==> config.mk <==
export PLATFORM = sky130hd
export DESIGN_NAME = bresenham_line_rect_drawer_top_flat
export DESIGN_NICKNAME = d
export VERILOG_FILES = /design/src/rtl/blrd_pkg.sv /design/src/rtl/blrd_if.sv /design/src/rtl/bresenham_line_rect_drawer_top.sv /design/src/flat_wrapper.sv
export SDC_FILE = /design/constraint.sdc
export NUM_CORES = 1
export LEC_CHECK = 0
export BUFFER_PORTS_ARGS = -buffer_cell sky130_fd_sc_hd__buf_4
export CAP_MARGIN = 10
export CORE_UTILIZATION = 45
export CTS_CLUSTER_DIAMETER = 40
export DETAILED_ROUTE_END_ITERATION = 7
export GPL_TIMING_DRIVEN = 0
export HOLD_SLACK_MARGIN = 0.08
export PLACE_DENSITY_LB_ADDON = 0.2
export REMOVE_ABC_BUFFERS = 1
export SLEW_MARGIN = 30
export SYNTH_ARGS = -nofsm -noshare
export SYNTH_HDL_FRONTEND = slang
export SYNTH_SLANG_ARGS = --single-unit
==> constraint.sdc <==
create_clock -name clk_i -period 14.1 [get_ports clk_i]
set_input_delay 0.705 -clock clk_i [delete_from_list [all_inputs] [get_ports clk_i]]
set_output_delay 0.705 -clock clk_i [all_outputs]
set_load 0.01 [all_outputs]
==> src/rtl/blrd_pkg.sv <==
// Package for the line and rectangle draw engine.
// Holds the default coordinate width and the command and shape codes.
// No dependencies.
package blrd_pkg;

  // Default width of the signed input coordinates
  localparam int unsigned COORD_BITS_DEF = 12;

  // Command kinds carried in the kind field
  localparam logic KIND_START = 1'b0;
  localparam logic KIND_TICK  = 1'b1;

  // Shape codes; code 3 is unused and leaves the engine idle
  typedef enum logic [1:0] {
    SHAPE_LINE    = 2'd0,
    SHAPE_OUTLINE = 2'd1,
    SHAPE_FILLED  = 2'd2
  } shape_e;

endpackage : blrd_pkg

==> src/rtl/blrd_if.sv <==
// Valid/ready channel interfaces of the draw engine: command in, pixel out.
// Depends on blrd_pkg for the default coordinate width.

// Command channel: start or tick transactions
interface blrd_cmd_if
  import blrd_pkg::*;
#(
  parameter int unsigned COORD_BITS = COORD_BITS_DEF
);
  logic                         valid;
  logic                         ready;
  logic                         kind;
  logic [1:0]                   shape;
  logic signed [COORD_BITS-1:0] coord_a_x;
  logic signed [COORD_BITS-1:0] coord_a_y;
  logic signed [COORD_BITS-1:0] coord_b_x;
  logic signed [COORD_BITS-1:0] coord_b_y;
  logic [7:0]                   red;
  logic [7:0]                   green;
  logic [7:0]                   blue;

  modport source (
    output valid, kind, shape, coord_a_x, coord_a_y, coord_b_x, coord_b_y,
           red, green, blue,
    input  ready
  );
  modport sink (
    input  valid, kind, shape, coord_a_x, coord_a_y, coord_b_x, coord_b_y,
           red, green, blue,
    output ready
  );
endinterface : blrd_cmd_if

// Pixel channel: one plotted pixel per transaction
interface blrd_pix_if
  import blrd_pkg::*;
#(
  parameter int unsigned COORD_BITS = COORD_BITS_DEF
);
  logic                       valid;
  logic                       ready;
  logic signed [COORD_BITS:0] pixel_x;
  logic signed [COORD_BITS:0] pixel_y;
  logic [7:0]                 pixel_red;
  logic [7:0]                 pixel_green;
  logic [7:0]                 pixel_blue;
  logic                       last_of_command;

  modport source (
    output valid, pixel_x, pixel_y, pixel_red, pixel_green, pixel_blue,
           last_of_command,
    input  ready
  );
  modport sink (
    input  valid, pixel_x, pixel_y, pixel_red, pixel_green, pixel_blue,
           last_of_command,
    output ready
  );
endinterface : blrd_pix_if

==> src/rtl/bresenham_line_rect_drawer_top.sv <==
// Line and rectangle draw engine: Bresenham lines, rectangle outlines and
// filled rectangles. One start or tick transaction is accepted per clock while
// the output register is free or draining. An accepted tick on an active
// command loads its pixel into the output register at the accepting edge, so
// the pixel is offered from the next cycle and pixels stream at one per cycle
// while the pixel side keeps ready high, as the stepping logic between the
// command state and the output register is combinational. A waiting pixel
// blocks the command channel only while the pixel side holds ready low; in
// the cycle that the pixel is taken the next transaction goes straight in. A
// start yields no pixel; a rectangle moves to its next side or row with no gap.
// Depends on blrd_pkg and the channel interfaces in blrd_if.sv.
module bresenham_line_rect_drawer_top
  import blrd_pkg::*;
#(
  parameter int unsigned COORD_BITS = COORD_BITS_DEF
) (
  input  logic   clk_i,
  input  logic   rst_ni,
  blrd_cmd_if.sink   cmd_i,
  blrd_pix_if.source pix_o
);

  localparam int unsigned CB = COORD_BITS;
  localparam int unsigned EW = CB + 3;

  // Outline sides, in drawing order
  localparam logic [CB-1:0] SEG_TOP    = CB'(0);
  localparam logic [CB-1:0] SEG_BOTTOM = CB'(1);
  localparam logic [CB-1:0] SEG_LEFT   = CB'(2);
  localparam logic [CB-1:0] SEG_RIGHT  = CB'(3);

  // Command state
  logic                 busy_q, busy_d;
  logic [1:0]           shape_q, shape_d;
  logic [CB-1:0]        seg_q, seg_d;
  logic signed [CB:0]   cur_x_q, cur_x_d, cur_y_q, cur_y_d;
  logic signed [CB:0]   tgt_x_q, tgt_x_d, tgt_y_q, tgt_y_d;
  logic [CB-1:0]        dist_x_q, dist_x_d, dist_y_q, dist_y_d;
  logic                 neg_x_q, neg_x_d, neg_y_q, neg_y_d;
  logic signed [EW-1:0] err_q, err_d;
  logic signed [CB:0]   org_x_q, org_x_d, org_y_q, org_y_d;
  logic signed [CB:0]   right_x_q, right_x_d, bot_y_q, bot_y_d;
  logic [CB-1:0]        wm1_q, wm1_d, hm1_q, hm1_d;
  logic [7:0]           red_q, red_d, green_q, green_d, blue_q, blue_d;

  // Output register
  logic                 out_valid_q;
  logic signed [CB:0]   pix_x_q, pix_y_q;
  logic [7:0]           pix_r_q, pix_g_q, pix_b_q;
  logic                 pix_last_q;

  logic                 acc;
  logic                 emit;
  logic                 last_d;

  // Start decode
  logic signed [CB:0]   ax, ay, bx, by;
  logic signed [CB:0]   dx, dy;
  logic [CB-1:0]        adx, ady;
  logic                 rect_ok;

  // Stepping
  logic                 at_end;
  logic                 more_seg;
  logic [CB-1:0]        seg_n;
  logic signed [EW-1:0] sdx, sdy;
  logic                 step_x, step_y;
  logic [CB-1:0]        bx_m1, by_m1;

  // Accept whenever the output register is free or draining
  assign cmd_i.ready = !out_valid_q || pix_o.ready;
  assign acc         = cmd_i.valid && cmd_i.ready;
  assign emit        = acc && (cmd_i.kind == KIND_TICK) && busy_q;

  // Sign-extend the operands and form the line deltas
  assign ax    = {cmd_i.coord_a_x[CB-1], cmd_i.coord_a_x};
  assign ay    = {cmd_i.coord_a_y[CB-1], cmd_i.coord_a_y};
  assign bx    = {cmd_i.coord_b_x[CB-1], cmd_i.coord_b_x};
  assign by    = {cmd_i.coord_b_y[CB-1], cmd_i.coord_b_y};
  assign dx    = bx - ax;
  assign dy    = by - ay;
  assign adx   = dx[CB] ? CB'(-dx) : dx[CB-1:0];
  assign ady   = dy[CB] ? CB'(-dy) : dy[CB-1:0];
  assign bx_m1 = cmd_i.coord_b_x - CB'(1);
  assign by_m1 = cmd_i.coord_b_y - CB'(1);
  assign rect_ok = !cmd_i.coord_b_x[CB-1] && (cmd_i.coord_b_x != '0) &&
                   !cmd_i.coord_b_y[CB-1] && (cmd_i.coord_b_y != '0);

  // End of segment and whether another side or row follows
  assign at_end   = (cur_x_q == tgt_x_q) && (cur_y_q == tgt_y_q);
  assign more_seg = ((shape_q == SHAPE_OUTLINE) && (seg_q != SEG_RIGHT)) ||
                    ((shape_q == SHAPE_FILLED) && (seg_q < hm1_q));
  assign seg_n    = seg_q + CB'(1);

  // Bresenham decisions on the current error
  assign sdx    = $signed({3'b000, dist_x_q});
  assign sdy    = $signed({3'b000, dist_y_q});
  assign step_x = err_q > -sdx;
  assign step_y = err_q < sdy;

  // Next command state
  always_comb begin
    busy_d    = busy_q;
    shape_d   = shape_q;
    seg_d     = seg_q;
    cur_x_d   = cur_x_q;
    cur_y_d   = cur_y_q;
    tgt_x_d   = tgt_x_q;
    tgt_y_d   = tgt_y_q;
    dist_x_d  = dist_x_q;
    dist_y_d  = dist_y_q;
    neg_x_d   = neg_x_q;
    neg_y_d   = neg_y_q;
    err_d     = err_q;
    org_x_d   = org_x_q;
    org_y_d   = org_y_q;
    right_x_d = right_x_q;
    bot_y_d   = bot_y_q;
    wm1_d     = wm1_q;
    hm1_d     = hm1_q;
    red_d     = red_q;
    green_d   = green_q;
    blue_d    = blue_q;
    last_d    = 1'b0;

    if (acc && (cmd_i.kind == KIND_START)) begin
      // Load a new command, replacing any in progress
      shape_d = cmd_i.shape;
      seg_d   = SEG_TOP;
      red_d   = cmd_i.red;
      green_d = cmd_i.green;
      blue_d  = cmd_i.blue;
      busy_d  = 1'b0;
      if (cmd_i.shape == SHAPE_LINE) begin
        cur_x_d  = ax;
        cur_y_d  = ay;
        tgt_x_d  = bx;
        tgt_y_d  = by;
        dist_x_d = adx;
        dist_y_d = ady;
        neg_x_d  = dx[CB];
        neg_y_d  = dy[CB];
        err_d    = (adx > ady) ? $signed(EW'(adx >> 1)) : -$signed(EW'(ady >> 1));
        busy_d   = 1'b1;
      end else if ((cmd_i.shape == SHAPE_OUTLINE) || (cmd_i.shape == SHAPE_FILLED)) begin
        org_x_d   = ax;
        org_y_d   = ay;
        right_x_d = ax + bx - (CB+1)'(1);
        bot_y_d   = ay + by - (CB+1)'(1);
        wm1_d     = bx_m1;
        hm1_d     = by_m1;
        // Top side, also the first filled row
        cur_x_d   = ax;
        cur_y_d   = ay;
        tgt_x_d   = ax + bx - (CB+1)'(1);
        tgt_y_d   = ay;
        dist_x_d  = bx_m1;
        dist_y_d  = '0;
        neg_x_d   = 1'b0;
        neg_y_d   = 1'b0;
        err_d     = $signed(EW'(bx_m1 >> 1));
        busy_d    = rect_ok;
      end
    end else if (emit) begin
      if (at_end) begin
        if (more_seg) begin
          // Advance to the next side or row
          seg_d   = seg_n;
          neg_x_d = 1'b0;
          neg_y_d = 1'b0;
          if ((shape_q == SHAPE_FILLED) || (seg_n == SEG_BOTTOM)) begin
            cur_x_d  = org_x_q;
            tgt_x_d  = right_x_q;
            cur_y_d  = (shape_q == SHAPE_FILLED) ? cur_y_q + (CB+1)'(1) : bot_y_q;
            tgt_y_d  = (shape_q == SHAPE_FILLED) ? cur_y_q + (CB+1)'(1) : bot_y_q;
            dist_x_d = wm1_q;
            dist_y_d = '0;
            err_d    = $signed(EW'(wm1_q >> 1));
          end else begin
            cur_x_d  = (seg_n == SEG_LEFT) ? org_x_q : right_x_q;
            tgt_x_d  = (seg_n == SEG_LEFT) ? org_x_q : right_x_q;
            cur_y_d  = org_y_q;
            tgt_y_d  = bot_y_q;
            dist_x_d = '0;
            dist_y_d = hm1_q;
            err_d    = -$signed(EW'(hm1_q >> 1));
          end
        end else begin
          last_d = 1'b1;
          busy_d = 1'b0;
        end
      end else begin
        // Step along the line
        err_d = err_q - (step_x ? sdy : EW'(0)) + (step_y ? sdx : EW'(0));
        if (step_x) begin
          cur_x_d = neg_x_q ? cur_x_q - (CB+1)'(1) : cur_x_q + (CB+1)'(1);
        end
        if (step_y) begin
          cur_y_d = neg_y_q ? cur_y_q - (CB+1)'(1) : cur_y_q + (CB+1)'(1);
        end
      end
    end
  end

  // Control registers
  always_ff @(posedge clk_i or negedge rst_ni) begin
    if (!rst_ni) begin
      busy_q      <= 1'b0;
      shape_q     <= SHAPE_LINE;
      seg_q       <= SEG_TOP;
      out_valid_q <= 1'b0;
    end else begin
      busy_q  <= busy_d;
      shape_q <= shape_d;
      seg_q   <= seg_d;
      if (emit) begin
        out_valid_q <= 1'b1;
      end else if (pix_o.ready) begin
        out_valid_q <= 1'b0;
      end
    end
  end

  // Datapath registers
  always_ff @(posedge clk_i) begin
    cur_x_q   <= cur_x_d;
    cur_y_q   <= cur_y_d;
    tgt_x_q   <= tgt_x_d;
    tgt_y_q   <= tgt_y_d;
    dist_x_q  <= dist_x_d;
    dist_y_q  <= dist_y_d;
    neg_x_q   <= neg_x_d;
    neg_y_q   <= neg_y_d;
    err_q     <= err_d;
    org_x_q   <= org_x_d;
    org_y_q   <= org_y_d;
    right_x_q <= right_x_d;
    bot_y_q   <= bot_y_d;
    wm1_q     <= wm1_d;
    hm1_q     <= hm1_d;
    red_q     <= red_d;
    green_q   <= green_d;
    blue_q    <= blue_d;
    // Capture the pixel of an accepted tick
    if (emit) begin
      pix_x_q    <= cur_x_q;
      pix_y_q    <= cur_y_q;
      pix_r_q    <= red_q;
      pix_g_q    <= green_q;
      pix_b_q    <= blue_q;
      pix_last_q <= last_d;
    end
  end

  assign pix_o.valid           = out_valid_q;
  assign pix_o.pixel_x         = pix_x_q;
  assign pix_o.pixel_y         = pix_y_q;
  assign pix_o.pixel_red       = pix_r_q;
  assign pix_o.pixel_green     = pix_g_q;
  assign pix_o.pixel_blue      = pix_b_q;
  assign pix_o.last_of_command = pix_last_q;

  // A tick on an idle engine leaves no pixel behind
  a_idle_tick_silent: assert property (
    @(posedge clk_i) disable iff (!rst_ni)
    (acc && (cmd_i.kind == KIND_TICK) && !busy_q) |=> !out_valid_q
  ) else $error("pixel produced by a tick while idle");

  // The final pixel of a command drops busy
  a_last_ends_cmd: assert property (
    @(posedge clk_i) disable iff (!rst_ni)
    (emit && last_d) |=> (!busy_q && out_valid_q && pix_o.last_of_command)
  ) else $error("engine still busy after the last pixel");

  // An outline never walks past its fourth side
  a_outline_sides: assert property (
    @(posedge clk_i) disable iff (!rst_ni)
    (busy_q && (shape_q == SHAPE_OUTLINE)) |-> (seg_q <= SEG_RIGHT)
  ) else $error("outline side index out of range");

endmodule : bresenham_line_rect_drawer_top

==> src/flat_wrapper.sv <==
// flat-port wrapper written by rule: the top's interface ports become plain ports
module bresenham_line_rect_drawer_top_flat import blrd_pkg::*;
#(
  parameter int unsigned COORD_BITS = COORD_BITS_DEF
)
  (clk_i, rst_ni, cmd_i_valid, cmd_i_kind, cmd_i_shape, cmd_i_coord_a_x, cmd_i_coord_a_y, cmd_i_coord_b_x, cmd_i_coord_b_y, cmd_i_red, cmd_i_green, cmd_i_blue, cmd_i_ready, pix_o_valid, pix_o_pixel_x, pix_o_pixel_y, pix_o_pixel_red, pix_o_pixel_green, pix_o_pixel_blue, pix_o_last_of_command, pix_o_ready);
  blrd_cmd_if #(.COORD_BITS(COORD_BITS)) cmd_i_i ();
  blrd_pix_if #(.COORD_BITS(COORD_BITS)) pix_o_i ();
  input  logic clk_i;
  input  logic rst_ni;
  input wire logic [$bits(cmd_i_i.valid)-1:0] cmd_i_valid;
  input wire logic [$bits(cmd_i_i.kind)-1:0] cmd_i_kind;
  input wire logic [$bits(cmd_i_i.shape)-1:0] cmd_i_shape;
  input wire logic [$bits(cmd_i_i.coord_a_x)-1:0] cmd_i_coord_a_x;
  input wire logic [$bits(cmd_i_i.coord_a_y)-1:0] cmd_i_coord_a_y;
  input wire logic [$bits(cmd_i_i.coord_b_x)-1:0] cmd_i_coord_b_x;
  input wire logic [$bits(cmd_i_i.coord_b_y)-1:0] cmd_i_coord_b_y;
  input wire logic [$bits(cmd_i_i.red)-1:0] cmd_i_red;
  input wire logic [$bits(cmd_i_i.green)-1:0] cmd_i_green;
  input wire logic [$bits(cmd_i_i.blue)-1:0] cmd_i_blue;
  output wire logic [$bits(cmd_i_i.ready)-1:0] cmd_i_ready;
  output wire logic [$bits(pix_o_i.valid)-1:0] pix_o_valid;
  output wire logic [$bits(pix_o_i.pixel_x)-1:0] pix_o_pixel_x;
  output wire logic [$bits(pix_o_i.pixel_y)-1:0] pix_o_pixel_y;
  output wire logic [$bits(pix_o_i.pixel_red)-1:0] pix_o_pixel_red;
  output wire logic [$bits(pix_o_i.pixel_green)-1:0] pix_o_pixel_green;
  output wire logic [$bits(pix_o_i.pixel_blue)-1:0] pix_o_pixel_blue;
  output wire logic [$bits(pix_o_i.last_of_command)-1:0] pix_o_last_of_command;
  input wire logic [$bits(pix_o_i.ready)-1:0] pix_o_ready;
  assign cmd_i_i.valid = cmd_i_valid;
  assign cmd_i_i.kind = cmd_i_kind;
  assign cmd_i_i.shape = cmd_i_shape;
  assign cmd_i_i.coord_a_x = cmd_i_coord_a_x;
  assign cmd_i_i.coord_a_y = cmd_i_coord_a_y;
  assign cmd_i_i.coord_b_x = cmd_i_coord_b_x;
  assign cmd_i_i.coord_b_y = cmd_i_coord_b_y;
  assign cmd_i_i.red = cmd_i_red;
  assign cmd_i_i.green = cmd_i_green;
  assign cmd_i_i.blue = cmd_i_blue;
  assign cmd_i_ready = cmd_i_i.ready;
  assign pix_o_valid = pix_o_i.valid;
  assign pix_o_pixel_x = pix_o_i.pixel_x;
  assign pix_o_pixel_y = pix_o_i.pixel_y;
  assign pix_o_pixel_red = pix_o_i.pixel_red;
  assign pix_o_pixel_green = pix_o_i.pixel_green;
  assign pix_o_pixel_blue = pix_o_i.pixel_blue;
  assign pix_o_last_of_command = pix_o_i.last_of_command;
  assign pix_o_i.ready = pix_o_ready;
  bresenham_line_rect_drawer_top #(.COORD_BITS(COORD_BITS)) u_core (.clk_i(clk_i), .rst_ni(rst_ni), .cmd_i(cmd_i_i), .pix_o(pix_o_i));
endmodule
Word-level counts from Yosys, hierarchy flattened
Cells that the tools add are included.

Register bits after elaboration: 258. Output and inout port bits: 53. Input bits: 79. Logic and storage cells: 181.

Reductions and logical operators: 34. Add/subtract/negate cells: 20. Eq/ne operators: 12. Order comparisons: 4. Bitwise logic cells: 3. Multiplexer cells: 80.

Operator list (number): $mux W13 (33); $mux W12 (22); $mux W15 (8); $sub A13 B2 Y13 const B (4); $neg A11 Y15 (2); $add A12 B12 Y13 (2); $add A13 B2 Y13 const B (2); $eq A13 B13 Y1 (2); $sub A12 B12 Y13 (2); $neg A12 Y12 (2); $reduce_bool A12 Y1 (2); $sub A12 B2 Y12 const B (2); $mux W1 (17); $add A15 B15 Y15 (1); $gt A15 B15 Y1 (1); $lt A15 B13 Y1 (1); $neg A12 Y15 (1); $sub A15 B15 Y15 (1); $add A12 B1 Y12 const B (1); $eq A12 B1 Y1 const B (1); $eq A12 B2 Y1 const B (1); $gt A12 B12 Y1 (1); $lt A12 B12 Y1 (1); $ne A12 B2 Y1 const B (1); other kinds (14) (42).

Longest topological paths before layout
Gate-level depths: netlist (run 1).

Word-level depth: 8. Gate-level depth with buffers: 29. Mapped depth without buffers: 29.

Least setup slack after synthesis (run 1)
No wires, ideal clock.

Path type: input port to flip-flop. Start: input pix_o_ready. End: register u_core.dist_x_q[0], enable pin. Cell stages on the path: 7. Library setup time: 479 ps. Path buffers: 0. Data required time: 13621 ps. Data arrival time: 5332 ps. Slack: 8289 ps. Cells stage by stage: nand2b_1 > nand4_1 > inv_1 > nand2b_1 > a21oi_2 > nor2_1 > a21oi_1.

Longest elaborated chain between the ends: 6. Elaborated cells on any way between the ends: 10. Classes of those cells: 1 x eq/ne; 9 x reduce/logical.

Ends and longest elaborated chain: start: declaration (RTL line flat_wrapper.sv:29) `input wire logic [$bits(pix_o_i.ready)-1:0] pix_o_ready;`; $logic_or A1 B1 Y1 (RTL line bresenham_line_rect_drawer_top.sv:71) `assign cmd_i.ready = !out_valid_q || pix_o.ready;`; $logic_and A1 B1 Y1 (RTL line bresenham_line_rect_drawer_top.sv:72) `assign acc = cmd_i.valid && cmd_i.ready;`; $logic_and A1 B1 Y1 (2 in a row) (RTL line bresenham_line_rect_drawer_top.sv:73) `assign emit = acc && (cmd_i.kind == KIND_TICK) && busy_q;`; net u_core.emit (RTL line bresenham_line_rect_drawer_top.sv:53) `logic emit;`; $reduce_bool A2 Y1 (no source line); $reduce_and A4 Y1 (no source line); end signal: assignment (RTL line bresenham_line_rect_drawer_top.sv:230) `dist_x_q <= dist_x_d;`; end: declaration (RTL line bresenham_line_rect_drawer_top.sv:38) `logic [CB-1:0] dist_x_q, dist_x_d, dist_y_q, dist_y_d;`.

The timed path passes the listed nets, and every way through them passes these cells. A chain may end at the register's enable or synchronous reset.

Worst setup path after layout (run 1)
Start: register u_core.dist_x_q[2]. End: register u_core.err_q[13], data pin.

Longest elaborated chain between the ends: 8. Elaborated cells on any way between the ends: 9. Classes of those cells: 3 x add/sub; 1 x order compare; 5 x mux.

Ends and longest elaborated chain: $neg A12 Y15 (RTL line bresenham_line_rect_drawer_top.sv:98) `assign step_x = err_q > -sdx;`; $gt A15 B15 Y1 (RTL line bresenham_line_rect_drawer_top.sv:98); $mux W12 (RTL line bresenham_line_rect_drawer_top.sv:194) `err_d = err_q - (step_x ? sdy : EW'(0)) + (step_y ? sdx : EW'(0));`; $sub A15 B15 Y15 (RTL line bresenham_line_rect_drawer_top.sv:194); $add A15 B15 Y15 * (RTL line bresenham_line_rect_drawer_top.sv:194); $mux W15 * (RTL line bresenham_line_rect_drawer_top.sv:165) `if (at_end) begin`; $mux W15 * (RTL line bresenham_line_rect_drawer_top.sv:164) `end else if (emit) begin`; $mux W15 * (RTL line bresenham_line_rect_drawer_top.sv:126) `if (acc && (cmd_i.kind == KIND_START)) begin`; net u_core.err_d[13] (RTL line bresenham_line_rect_drawer_top.sv:40) `logic signed [EW-1:0] err_q, err_d;`; end signal: assignment (RTL line bresenham_line_rect_drawer_top.sv:234) `err_q <= err_d;`; end: declaration (RTL line bresenham_line_rect_drawer_top.sv:40).

Mark *: on every way through the listed nets, which the timed path passes. The rest lies on a longest branch. The select of a mux whose other input is x is not followed.

==> summary.txt, run 1 <==
LOGIC SYNTHESIS
-----------------------------------------------------------------------------------------------------
Combinational family with the most area after synthesis                                  compound AO/OA/AOI/OAI gates
Cells taking the most area after synthesis                                               sky130_fd_sc_hd__edfxtp_1 (39%), sky130_fd_sc_hd__ha_1 (11%), sky130_fd_sc_hd__xnor2_1 (5.4%)
Fraction of the mapped netlist area in simple logic gates                                       14.0%
Yosys warning count                                                                                 0
Share of async-settable or async-resettable flops after synthesis                               6.20%
Sequential element share of the synthesized area                                                41.1%
Synthesized-area fraction occupied by xor and xnor cells                                        8.32%
Mapped Area                                                                                0.0187 mm2
Top cell type by total area after synthesis                                              sky130_fd_sc_hd__edfxtp_1
Synth Register Bits                                                                               258
Number of instances in the synthesized netlist                                                   1923
Synth top area share                                                                            39.0%
Post-synthesis share of cell area spent on full adders, half adders and majority gates          12.6%
Prevailing post-synth register cell                                                      sky130_fd_sc_hd__edfxtp_1
Fraction of the mapped netlist area in compound gates                                           15.4%
EDFF count, synth                                                                                 242
Post-synthesis average cell area                                                             9.70 um2
Share of synthesized area spent on multiplexers                                                 2.74%
Number of distinct standard cells referenced by the synthesized netlist                            96

DRT
-----------------------------------------------------------------------------------------------------
Antenna Nets Post-Route                                                                             0
Total Routed Length                                                                          51500 um
Number of iterations in the first detailed-routing pass                                             6
Residual DRC count                                                                                  0
DR iter-0 viols                                                                                  1156
Number of vias after detailed routing                                                           14799
Post-DR vias/cell                                                                                5.67
Routed wire per std cell                                                                      19.7 um

STATUS
-----------------------------------------------------------------------------------------------------
Outcome                                                                                  finished clean

SETUP PATH
-----------------------------------------------------------------------------------------------------
Kind of cell adding the most delay to the critical path                                  compound AO/OA/AOI/OAI gates
Type of the setup path with the least slack                                                reg -> reg
Worst setup EP type                                                                              flop
Worst r2r src                                                                            u_core.dist_x_q[2]
Critical path depth in cells                                                                       26
Arrival time of the worst setup path                                                          6.85 ns
Critical Path Max Stage Delay                                                                 0.59 ns
Crit path required time                                                                      14.36 ns
Reg2reg end                                                                              u_core.err_q[13]
Critical Path Slowest Stage Cell                                                         sky130_fd_sc_hd__a222oi_1
Worst reg-to-reg path cell count                                                                   26
Maximum fanout count along the critical path                                                        6
Setup slack on the worst flop-to-flop path                                                    7.51 ns
Critical Path Source Type                                                                        flop
WP buf/inv                                                                                          2

STA
-----------------------------------------------------------------------------------------------------
Hold violation count in the final report                                                            0
Fraction of the cycle the final worst path needs                                                46.7%
Measured slew at the worst slew-check pin                                                    0.889 ns
Final count of negative-setup-slack endpoints                                                       0
Maximum operating frequency                                                                   152 MHz
Final-report max-slew violation count                                                               0
Final worst hold slack                                                                       0.322 ns
Aggregate negative setup slack                                                                   0 ns
Worst Clk Skew                                                                              0.0147 ns
Final critical delay including setup and external delays                                      6.59 ns
Unrepaired setup endpoints after global routing                                                    no
Worst rel slew slack                                                                            40.5%

CLOCKING
-----------------------------------------------------------------------------------------------------
Clock Tree Root                                                                          sky130_fd_sc_hd__clkbuf_16
Post-CTS setup buffers                                                                              0
Number of buffers inserted by hold repair at cts                                                    1
Count of clock tree sinks                                                                         258
Total CTS buffers                                                                                  42
Maximum level of the CTS H-tree                                                                     2
Number of resized instances in the post-cts repair step                                             0
Clock Path Buffers                                                                                  3
Latest clock arrival within the worst-skew pair                                               0.56 ns
Clock transition at path regs                                                                 0.06 ns
TritonCTS clock tree                                                                             done

GRT
-----------------------------------------------------------------------------------------------------
Overall routing resource usage                                                                  24.4%
Met3 usage in global routing                                                                    4.37%
Global routing met2 resource utilization                                                        39.4%
Layer with the highest usage                                                                     met2
Largest net degree at the start of global routing                                                  64
Vias in the first global route                                                                  14510
Wire length of the first global-routing pass                                                 79100 um
Antenna violations before repair                                                                    2
Total congestion overflow                                                                           0
Met1 Use GR                                                                                     32.9%

HOLD PATH
-----------------------------------------------------------------------------------------------------
Type of the most critical hold path                                                         in -> reg
Worst Hold Endpoint                                                                      u_core.blue_q[3]
Hold_sp                                                                                  cmd_i_blue[3]
Min-Delay Path Depth                                                                                1

FLOORPLANNING
-----------------------------------------------------------------------------------------------------
Cell Rows                                                                                          74
Die outline height                                                                             206 um
Top Ports                                                                                         132
Die X-Extent                                                                                   206 um
Placeable core region                                                                      0.0408 mm2
Initial cell density of the core                                                                45.7%
Die ar.                                                                                    0.0423 mm2

POWER AND IR DROP
-----------------------------------------------------------------------------------------------------
Static Leak                                                                                   9.07 nW
Power density cells                                                                        164 mW/mm2
VDD IR-drop max                                                                               93.2 uV

FINAL LAYOUT
-----------------------------------------------------------------------------------------------------
Share of layout cells above drive strength 1                                                    13.7%
Final #Nets                                                                                      2302
Post-layout utilization of the core                                                             53.6%
Final instance count without filler cells                                                        2610
Layout Area Growth over Synthesis                                                               17.3%

PLACED DESIGN
-----------------------------------------------------------------------------------------------------
Final estimated routing congestion in global placement                                          0.943
HPWL after detailed placement                                                                38400 um
Total instance count after detailed placement                                                    2533
Count of buffers from port buffering                                                              131

RUN
-----------------------------------------------------------------------------------------------------
Total of max-cap violations                                                                         0

layout make-up:
class,count,area (um2)
fill,3653,19000
multi-input combinational,1383,9970
sequential,258,7670
timing repair buffer,148,1260
clock buffer,45,1080
inverter,213,808
tap,532,666
clock inverter,30,427
antenna,1,2.50
metrics by stage:
step	cell area, um2	setup slack [ns]	power (mW)
5_1_grt	21900	7.06	3.80
4_1_cts	21900	7.58	3.59
6_report	21900	7.51	3.58
3_3_place_gp	20000	2.64	2.42
2_1_floorplan	18400	7.54	2.07
3_5_place_dp	20400	7.59	2.46
worst max path at each step:
stage | start | to | slack, ns
final | u_core.dist_x_q[2] | u_core.err_q[13] | 7.51
after global placement | u_core.cur_y_q[6] | u_core.tgt_x_q[3] | 2.64
after detailed placement | u_core.dist_x_q[2] | u_core.err_q[13] | 7.59
after global routing | u_core.dist_x_q[2] | u_core.err_q[13] | 7.06
after CTS | u_core.dist_x_q[2] | u_core.err_q[13] | 7.58
after floorplan | u_core.cur_y_q[6] | u_core.dist_x_q[0] | 7.54
per-layer routing:
metal | share of wire, % | vias up
met2 | 46 | 513
met4 | 2.9 | 0
met3 | 7.2 | 100
met1 | 44 | 7108
li1 | - | 7078
met5 | 0 | -
Yosys cell counts (16+ instances only):
cell type and instances:
sky130_fd_sc_hd__edfxtp_1 242, sky130_fd_sc_hd__inv_1 209, sky130_fd_sc_hd__nand2_1 180, sky130_fd_sc_hd__ha_1 160, sky130_fd_sc_hd__nor2_1 141, sky130_fd_sc_hd__o21ai_0 117, sky130_fd_sc_hd__xnor2_1 116, sky130_fd_sc_hd__a21oi_1 110
sky130_fd_sc_hd__clkbuf_1 52, sky130_fd_sc_hd__xor2_1 47, sky130_fd_sc_hd__mux2i_1 41, sky130_fd_sc_hd__nor3_1 40, sky130_fd_sc_hd__nand3_1 35, sky130_fd_sc_hd__a21o_1 30, sky130_fd_sc_hd__nand2b_1 25, sky130_fd_sc_hd__nand4_1 25
sky130_fd_sc_hd__a211oi_1 23, sky130_fd_sc_hd__a31oi_1 21, sky130_fd_sc_hd__nor2b_1 19, sky130_fd_sc_hd__and2_1 18, sky130_fd_sc_hd__o211ai_1 18, sky130_fd_sc_hd__fa_1 17, sky130_fd_sc_hd__dfrtp_1 16
logic make-up (layout without fill, tap and decap cells):
| logic type | after synthesis | count (layout) |
|---|---|---|
| AOI/OAI and AO/OA | 441 | 441 |
| xor gates and xnor gates | 170 | 170 |
| adders and majority gates | 177 | 177 |
| buffers and inverters | 282 | 436 |
| DFF | 258 | 258 |
| muxes | 50 | 50 |
| other | 0 | 1 |
| and+or+nand+nor | 545 | 545 |
cells in the final DEF, fill, tap and decap left out, types with 7 or more instances in the layout:
cell type	synthesis	routed
sky130_fd_sc_hd__fa_1	17	17
sky130_fd_sc_hd__o21a_1	12	11
sky130_fd_sc_hd__xnor2_1	116	115
sky130_fd_sc_hd__o22ai_1	9	9
sky130_fd_sc_hd__nor4_1	11	11
sky130_fd_sc_hd__or3_1	12	12
sky130_fd_sc_hd__nand2b_1	25	24
sky130_fd_sc_hd__edfxtp_1	242	242
sky130_fd_sc_hd__bufinv_16	0	9
sky130_fd_sc_hd__mux2i_1	41	41
sky130_fd_sc_hd__a211oi_1	23	23
sky130_fd_sc_hd__buf_4	1	135
sky130_fd_sc_hd__ha_1	160	159
sky130_fd_sc_hd__o21bai_1	11	11
sky130_fd_sc_hd__mux2_2	9	9
sky130_fd_sc_hd__nor2b_1	19	19
sky130_fd_sc_hd__nor2_1	141	141
sky130_fd_sc_hd__dfrtp_1	16	16
sky130_fd_sc_hd__clkbuf_16	0	43
sky130_fd_sc_hd__o211ai_1	18	18
sky130_fd_sc_hd__clkinv_4	0	8
sky130_fd_sc_hd__o31ai_1	7	7
sky130_fd_sc_hd__xor2_1	47	47
sky130_fd_sc_hd__o21ai_0	117	116
sky130_fd_sc_hd__a21oi_1	110	108
sky130_fd_sc_hd__nor3_1	40	40
sky130_fd_sc_hd__nand4_1	25	25
sky130_fd_sc_hd__nand3_1	35	35
sky130_fd_sc_hd__a31oi_1	21	21
sky130_fd_sc_hd__and2_1	18	17
sky130_fd_sc_hd__inv_1	209	208
sky130_fd_sc_hd__a21o_1	30	30
sky130_fd_sc_hd__nand2_1	180	179
report_power, final:
group,internal [mW],switching [mW],total (mW)
registers,0.961,0.0598,1.02
clock network,0.726,0.388,1.11
logic,0.605,0.838,1.44
registers in the layout, summed over array words and instances (netlist names), 13 cells and up:
signal,cells
u_core.err_q,15
u_core.tgt_y_q,13
u_core.cur_y_q,13
u_core.pix_o.pixel_x,13
u_core.tgt_x_q,13
u_core.cur_x_q,13
u_core.right_x_q,13
u_core.bot_y_q,13
u_core.pix_o.pixel_y,13
Note: power is estimated with default switching activity, not from simulation.
==> run 2: changes to the inputs <==
==> constraint.sdc (replaced) <==
create_clock -name clk_i -period 5.4 [get_ports clk_i]
set_input_delay 0.27 -clock clk_i [delete_from_list [all_inputs] [get_ports clk_i]]
set_output_delay 0.27 -clock clk_i [all_outputs]
set_load 0.01 [all_outputs]
==> run 2 against run 1 <==
  * The run now ends with design-rule violations, negative setup slack left
  * Sequential share of layout area is 1.6 points lower
  * Maximum frequency is 16% higher
  * Total power grew to 2.9 times the previous value
  * Setup slack worse by 7.8 ns
  * Utilization is 2.5 points higher
  * Critical path type unchanged
  * Critical endpoint unchanged
==> summary.txt, run 2 (synthesized netlist as in run 1, its figures left out) <==
FLOORPLANNING
-----------------------------------------------------------------------
Cell Rows                                                            74
Initial cell density of the core                                  45.7%
Die X-Extent                                                     206 um
Placeable core region                                        0.0408 mm2
Top Ports                                                           132
Die outline height                                               206 um
Die ar.                                                      0.0423 mm2

STATUS
-----------------------------------------------------------------------
Violated checks                                            design-rule violations, negative setup slack
Outcome                                                    finished with violations

SETUP PATH
-----------------------------------------------------------------------
Kind of cell adding the most delay to the critical path    compound AO/OA/AOI/OAI gates
Worst setup EP type                                                flop
Arrival time of the worst setup path                            5.94 ns
Maximum fanout count along the critical path                          4
Critical Path Slowest Stage Cell                           sky130_fd_sc_hd__edfxtp_1
Critical Path Max Stage Delay                                   0.46 ns
Critical path depth in cells                                         27
Setup slack on the worst flop-to-flop path                     -0.29 ns
WP buf/inv                                                            3
Type of the setup path with the least slack                  reg -> reg
Worst reg-to-reg path cell count                                     27
Critical Path Source Type                                          flop
CP most frequent cell                                      sky130_fd_sc_hd__nor2_2
Crit path required time                                         5.66 ns

STA
-----------------------------------------------------------------------
Maximum operating frequency                                     176 MHz
Worst rel slew slack                                              40.6%
Worst Clk Skew                                                0.0168 ns
Aggregate negative setup slack                                 -1.38 ns
Final worst hold slack                                         0.108 ns
Final count of negative-setup-slack endpoints                         8
Unrepaired setup endpoints after global routing                     yes
Hold violation count in the final report                              0
Final critical delay including setup and external delays        5.69 ns
Fraction of the cycle the final worst path needs                   105%
Measured slew at the worst slew-check pin                      0.891 ns
Min setup slack post-route                                    -0.286 ns
Final-report max-slew violation count                                 0

FINAL LAYOUT
-----------------------------------------------------------------------
Fill cells                                                         3540
Post-layout utilization of the core                               56.1%
Multi-input gate area in the final layout                    0.0102 mm2
Reg with most FFs                                          u_core.err_q
Final #Nets                                                        2392
Most common cell after layout, fill and taps aside         sky130_fd_sc_hd__edfxtp_1
Most frequent cells in the layout                          sky130_fd_sc_hd__edfxtp_1 (242), sky130_fd_sc_hd__inv_1 (201), sky130_fd_sc_hd__nand2_1 (178)
Share of layout cells above drive strength 1                      17.1%
Layout Area Growth over Synthesis                                 22.9%
Max reg flops                                                        15
Cell area after layout                                       0.0229 mm2
Total area of sequential cells                              0.00767 mm2

DRT
-----------------------------------------------------------------------
Antenna Nets Post-Route                                               0
Number of iterations in the first detailed-routing pass               8
DR iter-0 viols                                                    1246
Total Routed Length                                            53300 um
Number of vias after detailed routing                             15291
Residual DRC count                                                    2
Routed wire per std cell                                        19.7 um
Post-DR vias/cell                                                  5.66

POWER AND IR DROP
-----------------------------------------------------------------------
Static Leak                                                     9.50 nW
Power density cells                                          451 mW/mm2
VDD IR-drop max                                                  306 uV
Total power draw                                                10.3 mW

CLOCKING
-----------------------------------------------------------------------
TritonCTS clock tree                                               done
Count of clock tree sinks                                           258
Clock Path Buffers                                                    3
Total CTS buffers                                                    42
Clock transition at path regs                                   0.05 ns
Maximum level of the CTS H-tree                                       2
Latest clock arrival within the worst-skew pair                 0.56 ns
Clock Tree Root                                            sky130_fd_sc_hd__clkbuf_16

PLACED DESIGN
-----------------------------------------------------------------------
HPWL after detailed placement                                  38400 um
Final estimated routing congestion in global placement            0.943
Count of buffers from port buffering                                131
Cell area after placement                                    0.0204 mm2

HOLD PATH
-----------------------------------------------------------------------
Type of the most critical hold path                           in -> reg
Min-Delay Path Depth                                                  2

GRT
-----------------------------------------------------------------------
Wire length of the first global-routing pass                   81500 um
Vias in the first global route                                    15048
Largest net degree at the start of global routing                    64
Total congestion overflow                                             0
Overall routing resource usage                                    25.1%
Antenna violations before repair                                      2

RUN
-----------------------------------------------------------------------
Total of max-cap violations                                           0

-- run 2: worst register-to-register path: cells and delay by family (launching register included) --
kind,cells,cell delay [ns]
compound gates,12,2.30
simple gates,8,1.16
fa+ha+maj,3,0.92
flops,1,0.46
buf+inv,3,0.37
xor+xnor,1,0.19
-- run 2: where the power goes --
part / leakage [nW] / total [mW] / internal, mW / switching, mW
sequential: 2.45 / 2.67 / 2.51 / 0.158
combinational: 6.32 / 4.74 / 2.19 / 2.55
clock: 0.722 / 2.92 / 1.89 / 1.02
total: 9.50 / 10.3 / 6.60 / 3.73
-- run 2: repair_timing --
item / CTS / global route
hold endpoints to repair: 83 / 0
setup endpoints to repair: 11 / 32
gates resized for setup: 39 / 25
buffers inserted: 35 / 5
pin swaps: 34 / 28
hold buffers: 53 / 0
-- run 2: path summary, 6_finish.rpt --
kind                                         start                         end
worst max-delay path            u_core.dist_x_q[2]            u_core.err_q[13]
worst min-delay path            cmd_i_coord_b_x[0]             u_core.wm1_q[0]
worst max register to register  u_core.dist_x_q[2]            u_core.err_q[13]
worst min register to register    u_core.blue_q[6]  u_core.pix_o.pixel_blue[6]
max in group asynchronous                   rst_ni             u_core.seg_q[2]
min in group asynchronous                   rst_ni          u_core.pix_o.valid
-- run 2: metal layers --
layer  wire length (um)  global-route usage, %  vias up
met5                  0                      0        -
met4               1880                   9.60        0
met3               3760                   4.50      119
met2              24700                   40.7      555
met1              23000                   33.3     7361
li1                   -                      -     7256
-- run 2: final cells by class --
class                      count  share of cell area [%]
inverter                     213                    3.53
timing repair buffer         238                    9.06
tap                          532                    2.90
multi-input combinational   1383                    44.5
clock buffer                  45                    4.73
sequential                   258                    33.4
clock inverter                30                    1.86
antenna                        1                  0.0109
-- run 2: metrics by stage --
stage	worst slack (ns)	std cells
2_1_floorplan	-1.16	1854
3_3_place_gp	-6.06	2517
5_1_grt	-0.487	2700
4_1_cts	-0.321	2695
3_5_place_dp	-1.11	2533
6_report	-0.286	2700
